===== config.mk =====
export PLATFORM = sky130hd
export DESIGN_NAME = ile_front
export DESIGN_NICKNAME = d
export VERILOG_FILES = /design/src/ile_pkg.sv /design/src/ile_front.sv
export SDC_FILE = /design/constraint.sdc
export NUM_CORES = 1
export LEC_CHECK = 0
export ABC_CLOCK_PERIOD_IN_PS = 2300
export BUFFER_PORTS_ARGS = -buffer_cell sky130_fd_sc_hd__buf_2
export CAP_MARGIN = 5
export CORE_ASPECT_RATIO = 0.9
export CORE_MARGIN = 2
export CORE_UTILIZATION = 40
export CTS_BUF_LIST = sky130_fd_sc_hd__clkbuf_8
export DETAILED_ROUTE_END_ITERATION = 12
export HOLD_SLACK_MARGIN = 0.08
export PLACE_DENSITY_LB_ADDON = 0.2
export SLEW_MARGIN = 0
export SYNTH_ARGS = -nofsm -noshare
export SYNTH_HDL_FRONTEND = slang
export SYNTH_SLANG_ARGS = --single-unit

===== constraint.sdc =====
create_clock -name clock -period 2.3 [get_ports clock]
set_input_delay 0.115 -clock clock [delete_from_list [all_inputs] [get_ports clock]]
set_output_delay 0.115 -clock clock [all_outputs]
set_load 0.01 [all_outputs]

===== src/ile_pkg.sv =====
// Shared types, codes and constants for the indexed list engine.
// No dependencies; ile_front, ile_back and indexed_list_engine_core import this package.
package ile_pkg;

   localparam int DEFAULT_DEPTH = 256;

   typedef enum logic [3:0] {
      OP_APPEND  = 4'd0,
      OP_INSERT  = 4'd1,
      OP_POP     = 4'd2,
      OP_CLEAR   = 4'd3,
      OP_COUNT   = 4'd4,
      OP_REVERSE = 4'd5,
      OP_LENGTH  = 4'd6,
      OP_SET     = 4'd7,
      OP_GET     = 4'd8,
      OP_ERASE   = 4'd9,
      OP_SWAP    = 4'd10,
      OP_SORT    = 4'd11,
      OP_BAD     = 4'd12
   } op_type;

   typedef enum logic [1:0] {
      ST_DONE    = 2'd0,
      ST_IGNORED = 2'd1,
      ST_FULL    = 2'd2
   } status_type;

   typedef struct packed {
      logic [3:0]         operation;
      logic [8:0]         position;
      logic signed [31:0] value;
   } req_type;

   typedef struct packed {
      logic signed [31:0] result_value;
      logic [8:0]         list_length;
      logic [1:0]         status;
   } rsp_type;

   // Classified request handed from the front end to the back end.
   typedef struct packed {
      op_type             op;
      logic [8:0]         position;
      logic signed [31:0] value;
   } cmd_type;

   typedef enum logic [3:0] {
      S_IDLE,
      S_SH_RD,
      S_SH_WR,
      S_INS_FIN,
      S_CNT_RD,
      S_CNT_CMP,
      S_GET_WT,
      S_P_RDA,
      S_P_RDB,
      S_P_CMP,
      S_P_WRA,
      S_P_WRB,
      S_P_NEXT,
      S_DONE
   } state_type;

endpackage


===== src/ile_front.sv =====
// Front end: accepts request beats, classifies the operation code and
// holds up to two classified commands for the back end. Uses ile_pkg.
module ile_front
   import ile_pkg::*;
(
   input  logic    clock,
   input  logic    reset,
   input  logic    push,
   output logic    full,
   input  req_type req_data,
   output logic    cmd_valid,
   output cmd_type cmd,
   input  logic    cmd_take
);

   cmd_type    ent_ff [2];
   logic       wp_ff, wp_in, rp_ff, rp_in;
   logic [1:0] cnt_ff, cnt_in;
   cmd_type    dec;
   logic       do_push, do_pop;

   always_comb begin
      dec.position = req_data.position;
      dec.value    = req_data.value;
      unique case (req_data.operation)
         OP_APPEND:  dec.op = OP_APPEND;
         OP_INSERT:  dec.op = OP_INSERT;
         OP_POP:     dec.op = OP_POP;
         OP_CLEAR:   dec.op = OP_CLEAR;
         OP_COUNT:   dec.op = OP_COUNT;
         OP_REVERSE: dec.op = OP_REVERSE;
         OP_LENGTH:  dec.op = OP_LENGTH;
         OP_SET:     dec.op = OP_SET;
         OP_GET:     dec.op = OP_GET;
         OP_ERASE:   dec.op = OP_ERASE;
         OP_SWAP:    dec.op = OP_SWAP;
         OP_SORT:    dec.op = OP_SORT;
         default:    dec.op = OP_BAD;
      endcase
   end

   assign full      = (cnt_ff == 2'd2);
   assign cmd_valid = (cnt_ff != 2'd0);
   assign cmd       = ent_ff[rp_ff];
   assign do_push   = push && !full;
   assign do_pop    = cmd_take && cmd_valid;

   always_comb begin
      wp_in  = do_push ? ~wp_ff : wp_ff;
      rp_in  = do_pop ? ~rp_ff : rp_ff;
      cnt_in = cnt_ff + {1'b0, do_push} - {1'b0, do_pop};
   end

   always_ff @(posedge clock) begin
      if (reset) begin
         wp_ff  <= 1'b0;
         rp_ff  <= 1'b0;
         cnt_ff <= 2'd0;
      end else begin
         wp_ff  <= wp_in;
         rp_ff  <= rp_in;
         cnt_ff <= cnt_in;
      end
   end

   always_ff @(posedge clock) begin
      if (do_push) begin
         ent_ff[wp_ff] <= dec;
      end
   end

endmodule


## Yosys cells after proc, flatten, opt, wreduce, memory -nomap -nowiden

Memory sizes are Yosys's and may differ from the RTL's. A register that Yosys moved wholly into a read port is not among the register bits.
Index checks and enable logic that the tools add are counted.

| cells by class | value |
|---|---|
| bitwise gates (word level) | 2 |
| multiplexer cells | 4 |
| $add $sub $neg | 2 |
| reduce and logical (&&, ||, !) cells | 4 |
| equality and inequality tests | 1 |

Operators with widths:

| operator | number |
|---|---|
| 1-bit two-way mux | 4 |
| 2-bit by 1-bit adder with 2-bit output | 1 |
| 2-bit == test, second input constant | 1 |
| 1-bit logical AND | 2 |
| 1-bit inverter | 2 |
| 2-bit nonzero test | 1 |
| 2-bit by 1-bit subtractor with 2-bit output | 1 |
| 1-bit zero test | 1 |

| word-level totals | value |
|---|---|
| output and inout bits | 47 |
| bits in registers | 4 |
| input bits | 49 |
| bits in writable memories | 90 |
| memories kept | 2 |
| bits in read-only memories | 64 |

Memory list:

| name | words | width | rd ports | clocked after Yosys merged registers in | wr ports | line | text |
|---|---|---|---|---|---|---|---|
| ent_ff | 2 | 45 | 1 | 1 | 1 | ile_front.sv:16 | `cmd_type ent_ff [2];` |
| (name not given) | 16 | 4 | 1 | 0 | 0 | ile_front.sv:25 | `unique case (req_data.operation)` |

## Longest topological paths before layout

Gate-level depths: netlist of run 1.

| depth | value |
|---|---|
| word-level depth | 5 |
| mapped depth | 8 |
| gate-level depth less buffers | 8 |

## Worst setup path after synthesis of run 1

No wires, ideal clock.

| path | value |
|---|---|
| path type | reg-to-reg |
| start | register cnt_ff[0] |
| end | memory ent_ff[0][0] (netlist bit) (enable) |
| data arrival time | 1743 ps |
| setup slack | 158 ps |
| setup time | 399 ps |
| cell stages (with the launch flop) | 5 |
| cell sequence | dfxtp_1 > nand2b_2 > inv_2 > or3_1 > inv_1 |

| on the way | value |
|---|---|
| word-level cells in the longest chain between the ends | 5 |

RTL lines:

| what | line | text |
|---|---|---|
| start: declaration | ile_front.sv:18 | `logic [1:0] cnt_ff, cnt_in;` |
| start signal: assignment | ile_front.sv:62 | `cnt_ff <= cnt_in;` |
| 2-bit == test | ile_front.sv:42 | `assign full = (cnt_ff == 2'd2);` |
| net full | ile_front.sv:9 | `output logic full,` |
| 1-bit zero test | ile_front.sv:45 | `assign do_push = push && !full;` |
| 1-bit logical AND | ile_front.sv:45 |  |
| 1-bit two-way mux | ile_front.sv:67 | `if (do_push) begin` |
| 1-bit two-way mux (implied by the code) | ile_front.sv:68 | `ent_ff[wp_ff] <= dec;` |
| end: declaration | ile_front.sv:16 |  |

The timed path passes the listed nets, and every way through them passes these cells.

==> qor.csv, run 1 <==
stage,metric,value,unit
timing,max-slew violations,0,
logic_synthesis,Yosys reg bits,95,
worst_setup_path,crit path cell chain,buf_4 > mux2_2 > buf_2,
worst_setup_path,crit path kind,reg2out,
die,chip width,102.5,um
layout,share of cells above drive strength 1,51.39,%
die,Placement Rows,32,
power_and_ir_drop,worst vdd ir,450.6,uV
clock_network,CTS tree,built,
layout,area delta synth->final,36.61,%
clock_network,Post-CTS Hold Buffers,44,
timing,PnR worst setup slack,0.4600,ns
timing,fin crit period,1.840,ns
layout,most frequent cells in the layout,"buf_2 (95), edfxtp_1 (90), mux2_2 (45)",
place,DP Worst Slack,0.6116,ns
logic_synthesis,Synth warnings,0,
timing,Hold Slack,0.1663,ns
clock_network,"Clk Latency, worst-skew pair",0.35,ns
worst_setup_path,"CP delay by family, top",flip-flops,
worst_setup_path,Critical Path Source Type,flop,
detailed_routing,vias per std cell,4.446,
grt,vias in the first global route,2102,
worst_setup_path,slowest CP cell,dfxtp_2,
detailed_routing,routed vias,1965,
logic_synthesis,xor-xnor portion of the synthesized cell area,0.5011,%
timing,clock skew,0.007401,ns
die,Starting Density,40.99,%
logic_synthesis,syn nets,220,
grt,gr ovfl total,0,
logic_synthesis,Syn Inst Count,169,
layout,"commonest non-fill, non-tap cell in the layout",buf_2,
detailed_routing,Antenna Nets Post-Route,0,
layout,Final #Nets,370,
clock_network,H-tree levels,3,
outcome,status,finished clean,
worst_setup_path,critical path endpoint category,output port,
timing,Final setup viols,0,
power_and_ir_drop,LEAKAGE,1.814,nW
detailed_routing,routed len/inst,14.71,um
layout,fin area,0.004776,sq mm
clock_network,CTS Sinks,95,
layout,ant diodes,0,
power_and_ir_drop,Power Total,0.004673,W
die,Die Y,92.69,um
clock_network,clock tree root driver cell,clkbuf_8,
worst_setup_path,Worst Path Buf+Inv,2,
detailed_routing,drt total wl,6.501,mm
run,total of max-cap violations,0,
logic_synthesis,largest family of logic cells by synthesized area,multiplexers,
timing,Tightest Pin Transition,0.4463,ns
worst_setup_path,"Arr. time, crit path",1.72,ns
logic_synthesis,"Avg Cell Area, Syn",20.69,sq um
die,full die area,0.009504,sq mm
clock_network,CTS Buf Count,9,
logic_synthesis,Synth Flop Type,edfxtp_1,
logic_synthesis,synthesized area,0.003496,sq mm
clock_network,clock-pin transition on the worst setup and hold timing paths,0.08,ns
die,io pins,96,
detailed_routing,residual DRC count,0,
logic_synthesis,post-synthesis async set-or-reset flop share,0,%
logic_synthesis,"area leader, netlist",edfxtp_1,
timing,RSZ-0062 raised after global routing,no,
detailed_routing,DRT iter0 DRCs,43,
logic_synthesis,Synth cell types,23,
place,placer congestion estimate,0.7629,
place,Port Buffers,95,
logic_synthesis,"Seq/Total Area, Yosys",80.17,%
clock_network,post-CTS resize count,0,
logic_synthesis,Synth area leaders,"edfxtp_1 (77%), mux2_2 (14%), dfxtp_1 (2.9%)",
worst_setup_path,crit-path max cell delay,0.62,ns
logic_synthesis,share of the synthesized area in the top cell type,77.31,%
logic_synthesis,complex-gate fraction of the synthesized area,0.9306,%
worst_setup_path,Worst Path Max Fanout,17,
logic_synthesis,area share of and/or/nand/nor cells after synthesis,1.754,%
hold_path,Hold Crit Class,in2reg,
logic_synthesis,number of flops mapped to enable cells by yosys,90,
timing,Final Cycle Share,80.00,%
detailed_routing,first-pass detailed-route iteration total,4,
logic_synthesis,multiplexer share of the synthesized area,14.50,%
timing,post-route setup TNS,0,ns
timing,final hold viol count,0,
die,Core ar.,0.008528,sq mm
worst_setup_path,Worst EP required,2.18,ns
grt,global-route wire length before repair,9.970,mm
grt,Overall Global Routing Usage,14.25,%
logic_synthesis,Post-Synth Adder-Cell Area,0.7158,%
timing,Fmax,0.5435,GHz
grt,largest net degree at the start of global routing,46,
grt,initial antenna violation count,0,
place,Placement Cell Area,0.004149,sq mm
clock_network,CTS Buffer Depth,2,
power_and_ir_drop,pwr/cell area,978.5,mW/mm^2
clock_network,setup bufs post-CTS,0,
timing,Worst slew margin,70.25,%
place,HPWL Detailed,4.181,mm
[cells in the mapped netlist (2+ instances only)]
cell type and count:
dfxtp_1 5, nor2_1 3, ha_1 2, a21boi_0 2, mux2_2 45, edfxtp_1 90, inv_1 3, buf_4 4
[final cells by class]
type                            instances  area (sq um)
Tap cell                              119         148.9
Clock inverter                          6         62.56
Timing Repair Buffer                  144         978.4
Fill cell                             728          3752
Clock buffer                            9         123.9
Inverter                                4         15.01
Sequential cell                        95          2804
Multi-Input combinational cell         65         643.1
[final timing paths]
check	from	to	slack, ns	cells after the start
worst max-delay path	flop	cmd[1]	0.46	3
worst min-delay path	req_data[42]	ent_ff[1][42]	0.17	2
worst max register to register	cnt_ff[0]	ent_ff[0][41]	0.64	5
worst min register to register	wp_ff	wp_ff	0.50	2
[flip-flops by register name, indices dropped and copies added, names as in the netlist, named ones only]
register / flops
wp_ff: 1
cnt_ff: 2
ent_ff: 90
rp_ff: 1
[metal layers]
metal | share of wire (%) | global-route usage (%) | vias to the layer above
li1 | - | - | 950
met1 | 43 | 16.87 | 944
met2 | 49 | 23.97 | 62
met3 | 6.1 | 5.660 | 9
met4 | 1.1 | 4.000 | 0
met5 | 0 | 0 | -
[cells by family after synthesis]
kind of cell	Yosys count
flip-flops	95
multiplexers	45
AND/OR/NAND/NOR	11
buffers and inverters	9
AO/OA/AOI/OAI	5
XOR/XNOR	2
adder cells (fa/ha/maj)	2
[worst reg2reg max path, cell delays in order, from the launching register on]
cell      delay, ns
dfxtp_1        0.36
nand2b_2       0.15
inv_2          0.05
or3_1          0.34
inv_2          0.07
buf_4          0.35
[report_power, final]
group / switching [W] / internal, W / total [W]
Sequential: 0.000112 / 0.00220 / 0.00232
Clock: 0.000538 / 0.000492 / 0.00103
Combinational: 0.000649 / 0.000678 / 0.00133
Total: 0.00130 / 0.00337 / 0.00467
[metrics by stage]
step                      std cells  utilization (%)
after CTS                       442            56.00
after global routing            442            56.00
after floorplan                 169                -
after detailed placement        383            48.65
final                           442            56.00
after global placement          383            48.65
(Power assumes the default switching activity.)
==> run 2, diff against run 1 <==
--- a/config.mk
+++ b/config.mk
@@ -5,7 +5,8 @@
 export SDC_FILE = /design/constraint.sdc
 export NUM_CORES = 1
 export LEC_CHECK = 0
-export ABC_CLOCK_PERIOD_IN_PS = 2300
+export ABC_AREA = 1
+export ABC_CLOCK_PERIOD_IN_PS = 1800
 export BUFFER_PORTS_ARGS = -buffer_cell sky130_fd_sc_hd__buf_2
 export CAP_MARGIN = 5
 export CORE_ASPECT_RATIO = 0.9
==> constraint.sdc (replaced) <==
create_clock -name clock -period 1.8 [get_ports clock]
set_input_delay 0.09 -clock clock [delete_from_list [all_inputs] [get_ports clock]]
set_output_delay 0.09 -clock clock [all_outputs]
set_load 0.01 [all_outputs]
==> run 2 against run 1 <==
Net effect: sequential power grew 25%; global-route usage down 0.99 points; critical path depth rose by 7; total power is 31% higher; critical path type is now reg2reg; highest routed layer unchanged.
==> qor.csv, run 2 <==
stage,metric,value,unit
outcome,status,finished clean,
layout,share of cells above drive strength 1,47.92,%
detailed_routing,routed vias,2030,
worst_setup_path,Critical Path Source Type,flop,
layout,fin area,0.005002,sq mm
timing,Final Cycle Share,87.23,%
detailed_routing,vias per std cell,4.432,
logic_synthesis,post-synthesis async set-or-reset flop share,0,%
detailed_routing,residual DRC count,0,
layout,biggest regs,"ent_ff x90, cnt_ff x2",
timing,post-route setup TNS,0,ns
timing,final hold viol count,0,
place,HPWL Detailed,3.862,mm
place,cell total after placement,398,
die,Die Y,95.46,um
logic_synthesis,Yosys reg bits,95,
clock_network,CTS Buffer Depth,2,
die,io pins,96,
timing,fin crit period,1.570,ns
clock_network,"Clk Latency, worst-skew pair",0.35,ns
grt,largest net degree at the start of global routing,46,
logic_synthesis,syn nets,232,
logic_synthesis,number of flops mapped to enable cells by yosys,90,
logic_synthesis,top post-synthesis cells by count,"edfxtp_1 (90), mux2_4 (40), inv_1 (10)",
clock_network,clock tree root driver cell,clkbuf_8,
clock_network,clock-pin transition on the worst setup and hold timing paths,0.08,ns
logic_synthesis,Syn Inst Count,181,
worst_setup_path,crit path kind,reg2reg,
timing,max-slew violations,0,
grt,initial antenna violation count,0,
timing,RSZ-0062 raised after global routing,no,
worst_setup_path,crit-path max cell delay,0.36,ns
die,chip width,105.6,um
grt,global-route wire length before repair,10.03,mm
layout,most frequent cells in the layout,"buf_2 (95), edfxtp_1 (90), dlygate4sd3_1 (46)",
timing,Fmax,0.6369,GHz
worst_setup_path,Worst Path Max Fanout,4,
place,Placement Cell Area,0.004342,sq mm
hold_path,Hold Crit Class,in2reg,
power_and_ir_drop,Power Total,0.006126,W
logic_synthesis,"Avg Cell Area, Syn",20.54,sq um
detailed_routing,drt total wl,6.300,mm
detailed_routing,Antenna Nets Post-Route,0,
worst_setup_path,critical path endpoint category,flop,
logic_synthesis,Synth warnings,0,
grt,Overall Global Routing Usage,13.26,%
power_and_ir_drop,LEAKAGE,2.004,nW
worst_setup_path,"CP delay by family, top",adder cells,
timing,Final setup viols,0,
worst_setup_path,slowest CP cell,dfxtp_1,
timing,Tightest Pin Transition,0.3170,ns
die,full die area,0.01008,sq mm
logic_synthesis,Synth Flop Type,edfxtp_1,
layout,"commonest non-fill, non-tap cell in the layout",buf_2,
layout,FF/Latch Area,0.002804,sq mm
layout,ant diodes,0,
layout,area of the multi-input gates,793.3,sq um
clock_network,CTS tree,built,
run,total of max-cap violations,0,
die,Starting Density,40.92,%
logic_synthesis,Synth area leaders,"edfxtp_1 (73%), mux2_4 (16%), dfxtp_1 (2.7%)",
die,Core ar.,0.009084,sq mm
worst_setup_path,Worst EP required,2.04,ns
detailed_routing,routed len/inst,13.76,um
layout,area delta synth->final,34.57,%
layout,final cell count without fillers,458,
worst_setup_path,"Arr. time, crit path",1.81,ns
layout,max reg flops,90,
logic_synthesis,most common cell in the netlist,edfxtp_1,
power_and_ir_drop,worst vdd ir,755.6,uV
layout,# fillers,725,
logic_synthesis,"area leader, netlist",edfxtp_1,
power_and_ir_drop,pwr/cell area,1225,mW/mm^2
layout,Biggest register,ent_ff,
timing,clock skew,0.009500,ns
logic_synthesis,Synth cell types,13,
place,Port Buffers,95,
grt,gr ovfl total,0,
worst_setup_path,Worst Path Buf+Inv,3,
clock_network,CTS Buf Count,9,
clock_network,H-tree levels,3,
layout,Final #Nets,384,
worst_setup_path,crit path cell chain,inv_1 > nand2_1 > nand2_1 > ha_1 > inv_1 > ha_1 > inv_1 > nand2_1 > a21oi_1 > nor2_1,
logic_synthesis,"Seq/Total Area, Yosys",75.40,%
logic_synthesis,synthesized area,0.003717,sq mm
clock_network,CTS Sinks,95,
logic_synthesis,share of the synthesized area in the top cell type,72.70,%
die,Placement Rows,33,
timing,Worst slew margin,78.68,%
grt,vias in the first global route,2093,
place,placer congestion estimate,0.7180,
detailed_routing,DRT iter0 DRCs,78,
detailed_routing,first-pass detailed-route iteration total,4,
[run 2: what timing repair did]
item                      4_1_cts  5_1_grt
hold endpoints to repair       91        0
resized for setup               0        0
hold buffers                   46        0
setup buffers                   0        0
[run 2: final cells by class]
class / instances / share of cell area, %
tap: 122 / 3.052
multi-input combinational: 71 / 15.86
timing repair buffer: 146 / 20.21
sequential: 95 / 56.05
inverter: 10 / 0.8254
clock buffer: 9 / 2.476
clock inverter: 5 / 1.526
[run 2: cells by family after synthesis]
group                      synth area share, %
buffers and inverters                    3.467
adders and majority gates               0.6731
DFF                                      75.40
muxes                                    17.67
AOI/OAI and AO/OA                       0.6731
and+or+nand+nor                          2.120
[run 2: through the flow]
step	worst slack, ns	hold slack [ns]	util (%)
after floorplan	0.1305	0.1612	-
after global placement	0.2857	0.2670	47.80
after detailed placement	0.2265	0.2728	47.80
after CTS	0.1977	0.1385	55.07
after global routing	0.06831	0.1360	55.07
final	0.2298	0.1540	55.07
[run 2: metal layers]
metal  vias up  routed length (um)  part of all wire (%)  global-route usage [%]
met5         -                   0                     0                       0
met4         0                  57                  0.90                   3.509
met3         7                 407                   6.5                   5.332
met2        63                3168                    50                   22.42
met1       978                2667                    42                   15.95
li1        982                   -                     -                       -
[run 2: worst paths after layout]
check,from,slack (ns),to,cells past startpoint
hold reg to reg,rp_ff,0.53,flop,2
hold / removal,req_data[42],0.15,ent_ff[1][42],2
setup reg to reg,cnt_ff[0],0.23,cnt_ff[1],10
setup / recovery,cnt_ff[0],0.23,cnt_ff[1],10
[run 2: report_power, final]
group	switching (W)	total, W	internal (W)
Combinational	0.000874	0.00181	0.000936
Clock	0.000662	0.00142	0.000760
Sequential	0.0000908	0.00289	0.00280
