$ cat config.mk
export PLATFORM = sky130hd
export DESIGN_NAME = ile_back
export DESIGN_NICKNAME = d
export VERILOG_FILES = /design/src/ile_pkg.sv /design/src/ile_back.sv
export SDC_FILE = /design/constraint.sdc
export NUM_CORES = 1
export LEC_CHECK = 0
export BUFFER_PORTS_ARGS = -buffer_cell sky130_fd_sc_hd__buf_2
export CORE_UTILIZATION = 40
export CTS_BUF_LIST = sky130_fd_sc_hd__clkbuf_2 sky130_fd_sc_hd__clkbuf_4 sky130_fd_sc_hd__clkbuf_8
export CTS_CLUSTER_SIZE = 40
export DETAILED_ROUTE_END_ITERATION = 7
export PLACE_DENSITY = 0.63
export SYNTH_ARGS = -nofsm -noshare
export SYNTH_HDL_FRONTEND = slang
export SYNTH_SLANG_ARGS = --single-unit
$ cat constraint.sdc
create_clock -name clock -period 3.8 [get_ports clock]
set_input_delay 0.76 -clock clock [delete_from_list [all_inputs] [get_ports clock]]
set_output_delay 0.76 -clock clock [all_outputs]
set_load 0.01 [all_outputs]
$ cat src/ile_pkg.sv
// Shared types, codes and constants for the indexed list engine.
// No dependencies; ile_front, ile_back and indexed_list_engine_core import this package.
package ile_pkg;

   localparam int DEFAULT_DEPTH = 256;

   typedef enum logic [3:0] {
      OP_APPEND  = 4'd0,
      OP_INSERT  = 4'd1,
      OP_POP     = 4'd2,
      OP_CLEAR   = 4'd3,
      OP_COUNT   = 4'd4,
      OP_REVERSE = 4'd5,
      OP_LENGTH  = 4'd6,
      OP_SET     = 4'd7,
      OP_GET     = 4'd8,
      OP_ERASE   = 4'd9,
      OP_SWAP    = 4'd10,
      OP_SORT    = 4'd11,
      OP_BAD     = 4'd12
   } op_type;

   typedef enum logic [1:0] {
      ST_DONE    = 2'd0,
      ST_IGNORED = 2'd1,
      ST_FULL    = 2'd2
   } status_type;

   typedef struct packed {
      logic [3:0]         operation;
      logic [8:0]         position;
      logic signed [31:0] value;
   } req_type;

   typedef struct packed {
      logic signed [31:0] result_value;
      logic [8:0]         list_length;
      logic [1:0]         status;
   } rsp_type;

   // Classified request handed from the front end to the back end.
   typedef struct packed {
      op_type             op;
      logic [8:0]         position;
      logic signed [31:0] value;
   } cmd_type;

   typedef enum logic [3:0] {
      S_IDLE,
      S_SH_RD,
      S_SH_WR,
      S_INS_FIN,
      S_CNT_RD,
      S_CNT_CMP,
      S_GET_WT,
      S_P_RDA,
      S_P_RDB,
      S_P_CMP,
      S_P_WRA,
      S_P_WRB,
      S_P_NEXT,
      S_DONE
   } state_type;

endpackage

$ cat src/ile_back.sv
// Back end: sequencer that carries out list commands on the element RAM
// and holds the finished result beat. Uses ile_pkg; drives ile_ram ports.
module ile_back
   import ile_pkg::*;
#(
   parameter int DEPTH = DEFAULT_DEPTH
) (
   input  logic                     clock,
   input  logic                     reset,
   input  logic                     cmd_valid,
   input  cmd_type                  cmd,
   output logic                     cmd_take,
   output logic                     ram_we,
   output logic [$clog2(DEPTH)-1:0] ram_waddr,
   output logic [31:0]              ram_wdata,
   output logic [$clog2(DEPTH)-1:0] ram_raddr,
   input  logic [31:0]              ram_rdata,
   output logic                     empty,
   input  logic                     pop,
   output rsp_type                  rsp_data
);

   localparam int AW = $clog2(DEPTH);
   localparam int CW = $clog2(DEPTH + 1);
   localparam int XW = ((CW > 9) ? CW : 9) + 1;
   localparam logic [XW-1:0] DX = XW'(DEPTH);

   state_type          state_ff, state_in;
   cmd_type            cmd_ff, cmd_in;
   logic [CW-1:0]      n_ff, n_in, idx_ff, idx_in, b_ff, b_in, lim_ff, lim_in;
   logic [31:0]        da_ff, da_in, db_ff, db_in;
   logic signed [31:0] res_ff, res_in;
   status_type         stat_ff, stat_in;
   logic               out_valid_ff, out_valid_in;
   rsp_type            out_ff, out_in;

   logic [XW-1:0] nx, px, cpx, ix, bx;

   assign nx  = XW'(n_ff);
   assign px  = XW'(cmd.position);
   assign cpx = XW'(cmd_ff.position);
   assign ix  = XW'(idx_ff);
   assign bx  = XW'(b_ff);

   assign empty    = !out_valid_ff;
   assign rsp_data = out_ff;

   always_comb begin
      state_in     = state_ff;
      cmd_in       = cmd_ff;
      n_in         = n_ff;
      idx_in       = idx_ff;
      b_in         = b_ff;
      lim_in       = lim_ff;
      da_in        = da_ff;
      db_in        = db_ff;
      res_in       = res_ff;
      stat_in      = stat_ff;
      out_in       = out_ff;
      out_valid_in = out_valid_ff && !pop;
      cmd_take     = 1'b0;
      ram_we       = 1'b0;
      ram_waddr    = idx_ff[AW-1:0];
      ram_wdata    = ram_rdata;
      ram_raddr    = idx_ff[AW-1:0];

      unique case (state_ff)
         S_IDLE: begin
            if (cmd_valid) begin
               cmd_take = 1'b1;
               cmd_in   = cmd;
               res_in   = '0;
               stat_in  = ST_DONE;
               state_in = S_DONE;
               unique case (cmd.op)
                  OP_APPEND: begin
                     if (nx >= DX) begin
                        stat_in = ST_FULL;
                     end else begin
                        ram_we    = 1'b1;
                        ram_waddr = n_ff[AW-1:0];
                        ram_wdata = cmd.value;
                        n_in      = n_ff + 1'b1;
                     end
                  end
                  OP_INSERT: begin
                     if (px > nx) begin
                        stat_in = ST_IGNORED;
                     end else if (nx >= DX) begin
                        stat_in = ST_FULL;
                     end else if (px == nx) begin
                        ram_we    = 1'b1;
                        ram_waddr = AW'(px);
                        ram_wdata = cmd.value;
                        n_in      = n_ff + 1'b1;
                     end else begin
                        idx_in   = n_ff;
                        state_in = S_SH_RD;
                     end
                  end
                  OP_POP: begin
                     if (n_ff == '0) begin
                        stat_in = ST_IGNORED;
                     end else begin
                        n_in = n_ff - 1'b1;
                     end
                  end
                  OP_CLEAR:  n_in   = '0;
                  OP_LENGTH: res_in = 32'(n_ff);
                  OP_COUNT: begin
                     if (n_ff != '0) begin
                        idx_in   = '0;
                        state_in = S_CNT_RD;
                     end
                  end
                  OP_REVERSE: begin
                     if (nx > XW'(1)) begin
                        idx_in   = '0;
                        b_in     = n_ff - 1'b1;
                        state_in = S_P_RDA;
                     end
                  end
                  OP_SET: begin
                     if (px < nx) begin
                        ram_we    = 1'b1;
                        ram_waddr = AW'(px);
                        ram_wdata = cmd.value;
                     end else begin
                        stat_in = ST_IGNORED;
                     end
                  end
                  OP_GET: begin
                     if (px < nx) begin
                        ram_raddr = AW'(px);
                        state_in  = S_GET_WT;
                     end else begin
                        res_in  = -32'sd1;
                        stat_in = ST_IGNORED;
                     end
                  end
                  OP_ERASE: begin
                     if (px >= nx) begin
                        stat_in = ST_IGNORED;
                     end else if (px + XW'(1) == nx) begin
                        n_in = n_ff - 1'b1;
                     end else begin
                        idx_in   = CW'(px);
                        state_in = S_SH_RD;
                     end
                  end
                  OP_SWAP: begin
                     if (px + XW'(1) < nx) begin
                        idx_in   = CW'(px);
                        b_in     = CW'(px + XW'(1));
                        state_in = S_P_RDA;
                     end else begin
                        stat_in = ST_IGNORED;
                     end
                  end
                  OP_SORT: begin
                     if (nx > XW'(1)) begin
                        idx_in   = '0;
                        b_in     = CW'(1);
                        lim_in   = n_ff - 1'b1;
                        state_in = S_P_RDA;
                     end
                  end
                  default: stat_in = ST_IGNORED;
               endcase
            end
         end
         S_SH_RD: begin
            ram_raddr = (cmd_ff.op == OP_INSERT) ? AW'(ix - XW'(1)) : AW'(ix + XW'(1));
            state_in  = S_SH_WR;
         end
         S_SH_WR: begin
            ram_we    = 1'b1;
            ram_wdata = ram_rdata;
            if (cmd_ff.op == OP_INSERT) begin
               idx_in   = idx_ff - 1'b1;
               state_in = (ix - XW'(1) == cpx) ? S_INS_FIN : S_SH_RD;
            end else begin
               idx_in = idx_ff + 1'b1;
               if (ix + XW'(2) == nx) begin
                  n_in     = n_ff - 1'b1;
                  state_in = S_DONE;
               end else begin
                  state_in = S_SH_RD;
               end
            end
         end
         S_INS_FIN: begin
            ram_we    = 1'b1;
            ram_waddr = AW'(cpx);
            ram_wdata = cmd_ff.value;
            n_in      = n_ff + 1'b1;
            state_in  = S_DONE;
         end
         S_CNT_RD: state_in = S_CNT_CMP;
         S_CNT_CMP: begin
            if (ram_rdata == cmd_ff.value) begin
               res_in = res_ff + 32'sd1;
            end
            idx_in   = idx_ff + 1'b1;
            state_in = (ix + XW'(1) == nx) ? S_DONE : S_CNT_RD;
         end
         S_GET_WT: begin
            res_in   = ram_rdata;
            state_in = S_DONE;
         end
         S_P_RDA: state_in = S_P_RDB;
         S_P_RDB: begin
            ram_raddr = b_ff[AW-1:0];
            da_in     = ram_rdata;
            state_in  = S_P_CMP;
         end
         S_P_CMP: begin
            db_in = ram_rdata;
            if (cmd_ff.op != OP_SORT || $signed(ram_rdata) < $signed(da_ff)) begin
               state_in = S_P_WRA;
            end else begin
               state_in = S_P_NEXT;
            end
         end
         S_P_WRA: begin
            ram_we    = 1'b1;
            ram_wdata = db_ff;
            state_in  = S_P_WRB;
         end
         S_P_WRB: begin
            ram_we    = 1'b1;
            ram_waddr = b_ff[AW-1:0];
            ram_wdata = da_ff;
            state_in  = S_P_NEXT;
         end
         S_P_NEXT: begin
            state_in = S_DONE;
            if (cmd_ff.op == OP_REVERSE) begin
               if (ix + XW'(1) < bx - XW'(1)) begin
                  idx_in   = idx_ff + 1'b1;
                  b_in     = b_ff - 1'b1;
                  state_in = S_P_RDA;
               end
            end else if (cmd_ff.op == OP_SORT) begin
               if (ix + XW'(1) < XW'(lim_ff)) begin
                  idx_in   = idx_ff + 1'b1;
                  b_in     = b_ff + 1'b1;
                  state_in = S_P_RDA;
               end else if (lim_ff != CW'(1)) begin
                  lim_in   = lim_ff - 1'b1;
                  idx_in   = '0;
                  b_in     = CW'(1);
                  state_in = S_P_RDA;
               end
            end
         end
         S_DONE: begin
            if (!out_valid_ff || pop) begin
               out_in.result_value = res_ff;
               out_in.list_length  = nx[8:0];
               out_in.status       = stat_ff;
               out_valid_in        = 1'b1;
               state_in            = S_IDLE;
            end
         end
         default: state_in = S_IDLE;
      endcase
   end

   always_ff @(posedge clock) begin
      if (reset) begin
         state_ff     <= S_IDLE;
         n_ff         <= '0;
         out_valid_ff <= 1'b0;
      end else begin
         state_ff     <= state_in;
         n_ff         <= n_in;
         out_valid_ff <= out_valid_in;
      end
   end

   always_ff @(posedge clock) begin
      cmd_ff  <= cmd_in;
      idx_ff  <= idx_in;
      b_ff    <= b_in;
      lim_ff  <= lim_in;
      da_ff   <= da_in;
      db_ff   <= db_in;
      res_ff  <= res_in;
      stat_ff <= stat_in;
      out_ff  <= out_in;
   end

endmodule

======== Yosys cells after proc, flatten, opt, wreduce, memory -nomap -nowiden ========
Index checks and enable logic that the tools add are counted.
storage, ports and cells
  input bits .............................. 81
  output and inout bits ................... 94
  register bits after elaboration ......... 227
  logic and storage cells ................. 244
cells by class
  reductions and logical operators ........ 26
  eq/ne operators ......................... 66
  $add $sub $neg .......................... 13
  order comparisons ....................... 9
  multiplexer cells ....................... 114
operators with widths
  operator                                          number
  2-to-1 mux 9 bit                                  40
  2-to-1 mux 32 bit                                 9
  case mux 32 bit (3 select lines)                  2
  case mux 32 bit (4 select lines)                  1
  case mux 9 bit (5 select lines)                   2
  2-to-1 mux 4 bit                                  19
  2-to-1 mux 8 bit                                  9
  case mux 8 bit (3 select lines)                   3
  case mux 32 bit (2 select lines)                  1
  case mux 9 bit (3 select lines)                   2
  case mux 4 bit (13 select lines)                  1
  inequality test 3 bit, second input constant      16
  == test 4 bit, second input constant              11
  == test 10 x 9 -> 1 bit                           4
  == test 4 x 3 -> 1 bit, second input constant     9
  case mux 9 bit (2 select lines)                   2
  case mux 9 bit (4 select lines)                   1
  subtractor 9 x 1 -> 9 bit, second input constant  4
  adder 32 x 2 -> 32 bit, second input constant     1
  == test 32 bit                                    1
  less-than comparator 32 bit                       1
  adder 9 x 1 -> 9 bit, second input constant       3
  case mux 4 bit (6 select lines)                   1
  adder 9 x 1 -> 10 bit, second input constant      2
  43 further kinds                                  83

======== Depth between registers and ports, before layout ========
  word-level depth ........................ 7
  mapped depth ............................ 14
  mapped depth without buffers ............ 13

======== Least setup slack after synthesis ========
Ideal clock, no wire load.
  kind .................................... register to register
  from .................................... register state_ff[3]
  to ...................................... register state_ff[2]
  path slack .............................. -0.052 ns
  arrival ................................. 3.768 ns
  data required time ...................... 3.716 ns
  stages on the path, launching flop included .. 7
  path buffers ............................ 2
  cells stage by stage .................... dfxtp_1 clkbuf_1 buf_2 nand2_1 nor3_1 o21ai_0 a41oi_1
on the way
  longest elaborated chain between the ends .. 3
  elaborated cells between the ends (all ways) .. 19
  classes of those cells .................. eq/ne: 15; mux: 1; reduce/logical: 3
ends and longest elaborated chain
  what                                                                                 RTL line         source
  from (decl)                                                                          ile_back.sv:28   state_type state_ff, state_in;
  from (signal assigned)                                                               ile_back.sv:276  state_ff <= state_in;
  == test 4 x 3 -> 1 bit (tied with other cells)                                       ile_back.sv:67   unique case (state_ff)
  OR reduction 2 bit (no source line) / inequality test 2 bit (equally long branches)  -
  case mux 4 bit (13 select lines) / AND reduction 2 bit (equally long branches)       -
Parallel ways exist; a longest one is shown, timed or not.
A chain may end at the register's enable or synchronous reset.

======== Worst setup path after layout ========
  from .................................... register n_ff[1]
  to ...................................... output ram_wdata[30]
on the way
  longest elaborated chain between the ends .. 7
  elaborated cells between the ends (all ways) .. 12
  classes of those cells .................. order compare: 3; eq/ne: 1; mux: 8
ends and longest elaborated chain
  what                                                         RTL line         source
  from (decl)                                                  ile_back.sv:30   logic [CW-1:0] n_ff, n_in, idx_ff, idx_in, b_ff, b_in, lim_ff, lim_in;
  from (signal assigned)                                       ile_back.sv:277  n_ff <= n_in;
  branches (longest 4 deep; another with >= comparator 9 bit)  -
  case mux 32 bit (3 select lines) *                           ile_back.sv:75   unique case (cmd.op)
  2-to-1 mux 32 bit *                                          ile_back.sv:69   if (cmd_valid) begin
  case mux 32 bit (4 select lines) *                           ile_back.sv:67
  to (decl)                                                    ile_back.sv:15   output logic [31:0] ram_wdata,
Mark *: on every way between the ends.

==> run summary <==
Status: finished, violations left
Failing checks: setup timing
Cts bufs inserted: 43
Register area share after synthesis: 41.80%
Die area: 40730 um^2
Share of cells above drive strength 1: 28.55%
Floorplan row count: 72
Endpoints failing hold: 0
Starting DRT DRC Count: 1764
Syn Nets: 1812
Final Cycle Share: 104.0%
Synth async-reset ratio: 0%
Critical path arrival: 3.19 ns
CP Max Fanout: 5
CTS tree: yes
Fin nets: 2078
I/O Pins: 175
# DRC: 0
Min Tclk post-route: 3.952 ns
P&R area growth vs syn: 25.30%
RSZ-0062 raised after global routing: true
Syn Inst Count: 1653
Initial antenna violation count: 2
Final Cell Area: 20010 um^2
Final core occ: 51.31%
Largest stage delay, worst path: 0.34 ns
Post-synthesis simple-gate area fraction: 14.82%
Synth cell types: 89
Routability congestion estimate: 1.002
Slowest CP cell: dfxtp_1
Mux cell area share after synthesis: 3.682%
Post-synth EDFFs: 213
Largest cells by area after synthesis: edfxtp_1 40%, ha_1 6.1%, xnor2_1 4.9%
DRT Pass-1 Iters: 7
Number of global-route vias before repair: 14570
Worst-skew pair later-pin latency: 0.63 ns
Post-Syn Area per Cell: 9.662 um^2
Complex-gate fraction of the synthesized area: 21.18%
Post-cts hold buffer count: 0
Synth Area in XOR/XNOR: 7.521%
Worst hold path type: in2reg
FMAX: 253.1 MHz
Kind of critical path: reg2out
Relative slew slack: 41.89%
Gr ovfl total: 0
Clock skew: 0.02952 ns
Main synth FF type: edfxtp_1
Worst Path Required: 3.04 ns
WL/cell: 25.20 um
Crit-path cells: inv_2 -> ha_1 -> and4_4 -> a31oi_4 -> o21a_1 -> o21bai_4 -> buf_6 -> buf_12 -> a221oi_4 -> o22ai_2 -> a21o_1 -> buf_2
GRT Overall Usage: 29.78%
PortBufs: 174
Ys Warns: 0
Die Y-Extent: 201.8 um
Pre-CTS setup slack: -0.3753 ns
Leak pwr: 7.578 nW
CP startpoint kind: flop
# clock sinks: 227
Starting Density: 40.94%
Final ANT Viol Nets: 0
Max-Cap Viols: 0
Yosys reg bits: 227
Tightest Pin Transition: 0.8637 ns
Syn Std Cell Area: 15970 um^2
Main combinational cell family by area after synthesis: compound AO/OA/AOI/OAI gates
Max Slew Vio Count: 0
DR vias: 15180
Adder-cell area share of the yosys netlist: 6.110%
Die width: 201.8 um
Clock Path Buffers: 3
Clock transition at path regs: 0.06 ns
Post-DP HPWL: 44580 um
Final Power: 14.84 mW
First-pass GRT wire length: 90870 um
FILL cells: 3580
CP endpoint kind: output port
Vias per inst: 6.144
CTS root buffer: clkbuf_8
Area post-placement: 18140 um^2
Peak supply drop: 0.5290 mV
Final worst slack: -0.1516 ns
Pwr dens: 741.6 nW/um^2
Std-Cell Core Area: 39010 um^2
Routed wire length: 62250 um
Cell taking the most area after synthesis: edfxtp_1
Pin count of the biggest net entering global routing: 44
Post-synth top area share: 40.05%
H-tree depth: 2
Final setup vio count: 30
==> kinds of logic after synthesis <==
family	Yosys count
xor+xnor	134
fa+ha+maj	78
simple gates	459
buf+inv	191
mux	55
flops	227
compound gates	509
==> layout by cell type, fill, tap and decap left out, types with 44 or more instances in the layout <==
cell type  count
a21oi_1      111
a22oi_1       47
buf_2        172
buf_4        144
clkbuf_8      44
edfxtp_1     213
ha_1          69
inv_1         63
nand2_1      115
nand3_1       49
nor2_1        98
o21ai_0       85
o22ai_1       53
xnor2_1       89
==> routing by layer <==
metal	up-vias	global-route usage [%]	wire length, um
met5	-	0	13
met4	2	15.75	3315
met3	170	6.530	5633
met2	841	47.46	28830
met1	7321	37.72	24460
li1	6841	-	-
==> per-stage QoR <==
stage | cells | TNS [ns] | hold WS (ns)
2_1_floorplan | 1653 | 0 | 0.4003
3_3_place_gp | 2365 | -5.777 | 0.4135
3_5_place_dp | 2365 | -7.065 | 0.4146
4_1_cts | 2459 | -2.207 | 0.3147
5_1_grt | 2470 | -6.222 | 0.3180
6_report | 2470 | -2.569 | 0.3473
==> report_power, final <==
| part | total [mW] | leakage [nW] | switching (mW) | internal, mW |
|---|---|---|---|---|
| Sequential | 3.95 | 2.08 | 0.452 | 3.50 |
| Clock | 2.43 | 0.448 | 1.13 | 1.31 |
| Combinational | 8.46 | 5.05 | 5.10 | 3.36 |
==> synth_stat cells, drive strengths merged (25+ instances only) <==
library cell / instances
edfxtp: 213
nand2: 116
a21oi: 113
nor2: 103
o21ai: 101
xnor2: 90
clkbuf: 84
ha: 78
inv: 72
o22ai: 56
nand3: 51
a22oi: 48
nor3: 42
xor2: 42
buf: 35
a21o: 31
mux2: 30
nand4: 27
a31oi: 26
mux2i: 25
==> flip-flops by register name (all words and copies together) (netlist names) <==
| name | count |
|---|---|
| out_valid_ff | 1 |
| res_ff | 32 |
| cmd_ff | 45 |
| lim_ff | 9 |
| stat_ff | 2 |
| da_ff | 32 |
| b_ff | 9 |
| idx_ff | 9 |
| db_ff | 32 |
| n_ff | 9 |
| rsp_data | 43 |
| state_ff | 4 |
==> layout make-up <==
class / count / area, um^2 / share of cell area (%)
antenna: 1 / 2.502 / 0.01250
clock buffer: 60 / 725.7 / 3.626
tap: 518 / 648.1 / 3.239
sequential: 227 / 6684 / 33.40
inverter: 72 / 272.8 / 1.363
clock inverter: 17 / 117.6 / 0.5877
multi-input combinational: 1236 / 9243 / 46.18
timing repair buffer: 339 / 2320 / 11.59
==> timing repair <==
item | 4_1_cts | 5_1_grt
setup endpoints to repair | 44 | 65
cloned | 4 | 1
gates resized for setup | 85 | 54
pin swaps | 42 | 33
buffers inserted | 14 | 9
==> worst max-delay path: cells and delay by family (launching register included) <==
| kind | cells | cell delay [ns] |
|---|---|---|
| AO/OA/AOI/OAI | 6 | 1.13 |
| adder cells (fa/ha/maj) | 1 | 0.32 |
| buffers and inverters | 4 | 0.51 |
| flip-flops | 1 | 0.34 |
| AND/OR/NAND/NOR | 1 | 0.25 |
==> final timing paths <==
kind,startpoint,endpoint,slack (ns),cells after the start
hold / removal,cmd[24],cmd_ff[24]$_DFFE_PP_,0.35,1
setup / recovery,n_ff[1]$_SDFFE_PP0P_,ram_wdata[30],-0.15,12
hold reg to reg,stat_ff[0]$_DFFE_PP_,rsp_data[0]$_DFFE_PP_,0.42,0
setup reg to reg,idx_ff[1]$_DFFE_PP_,idx_ff[7]$_DFFE_PP_,0.16,15
Power figures use the tool's default switching activity.
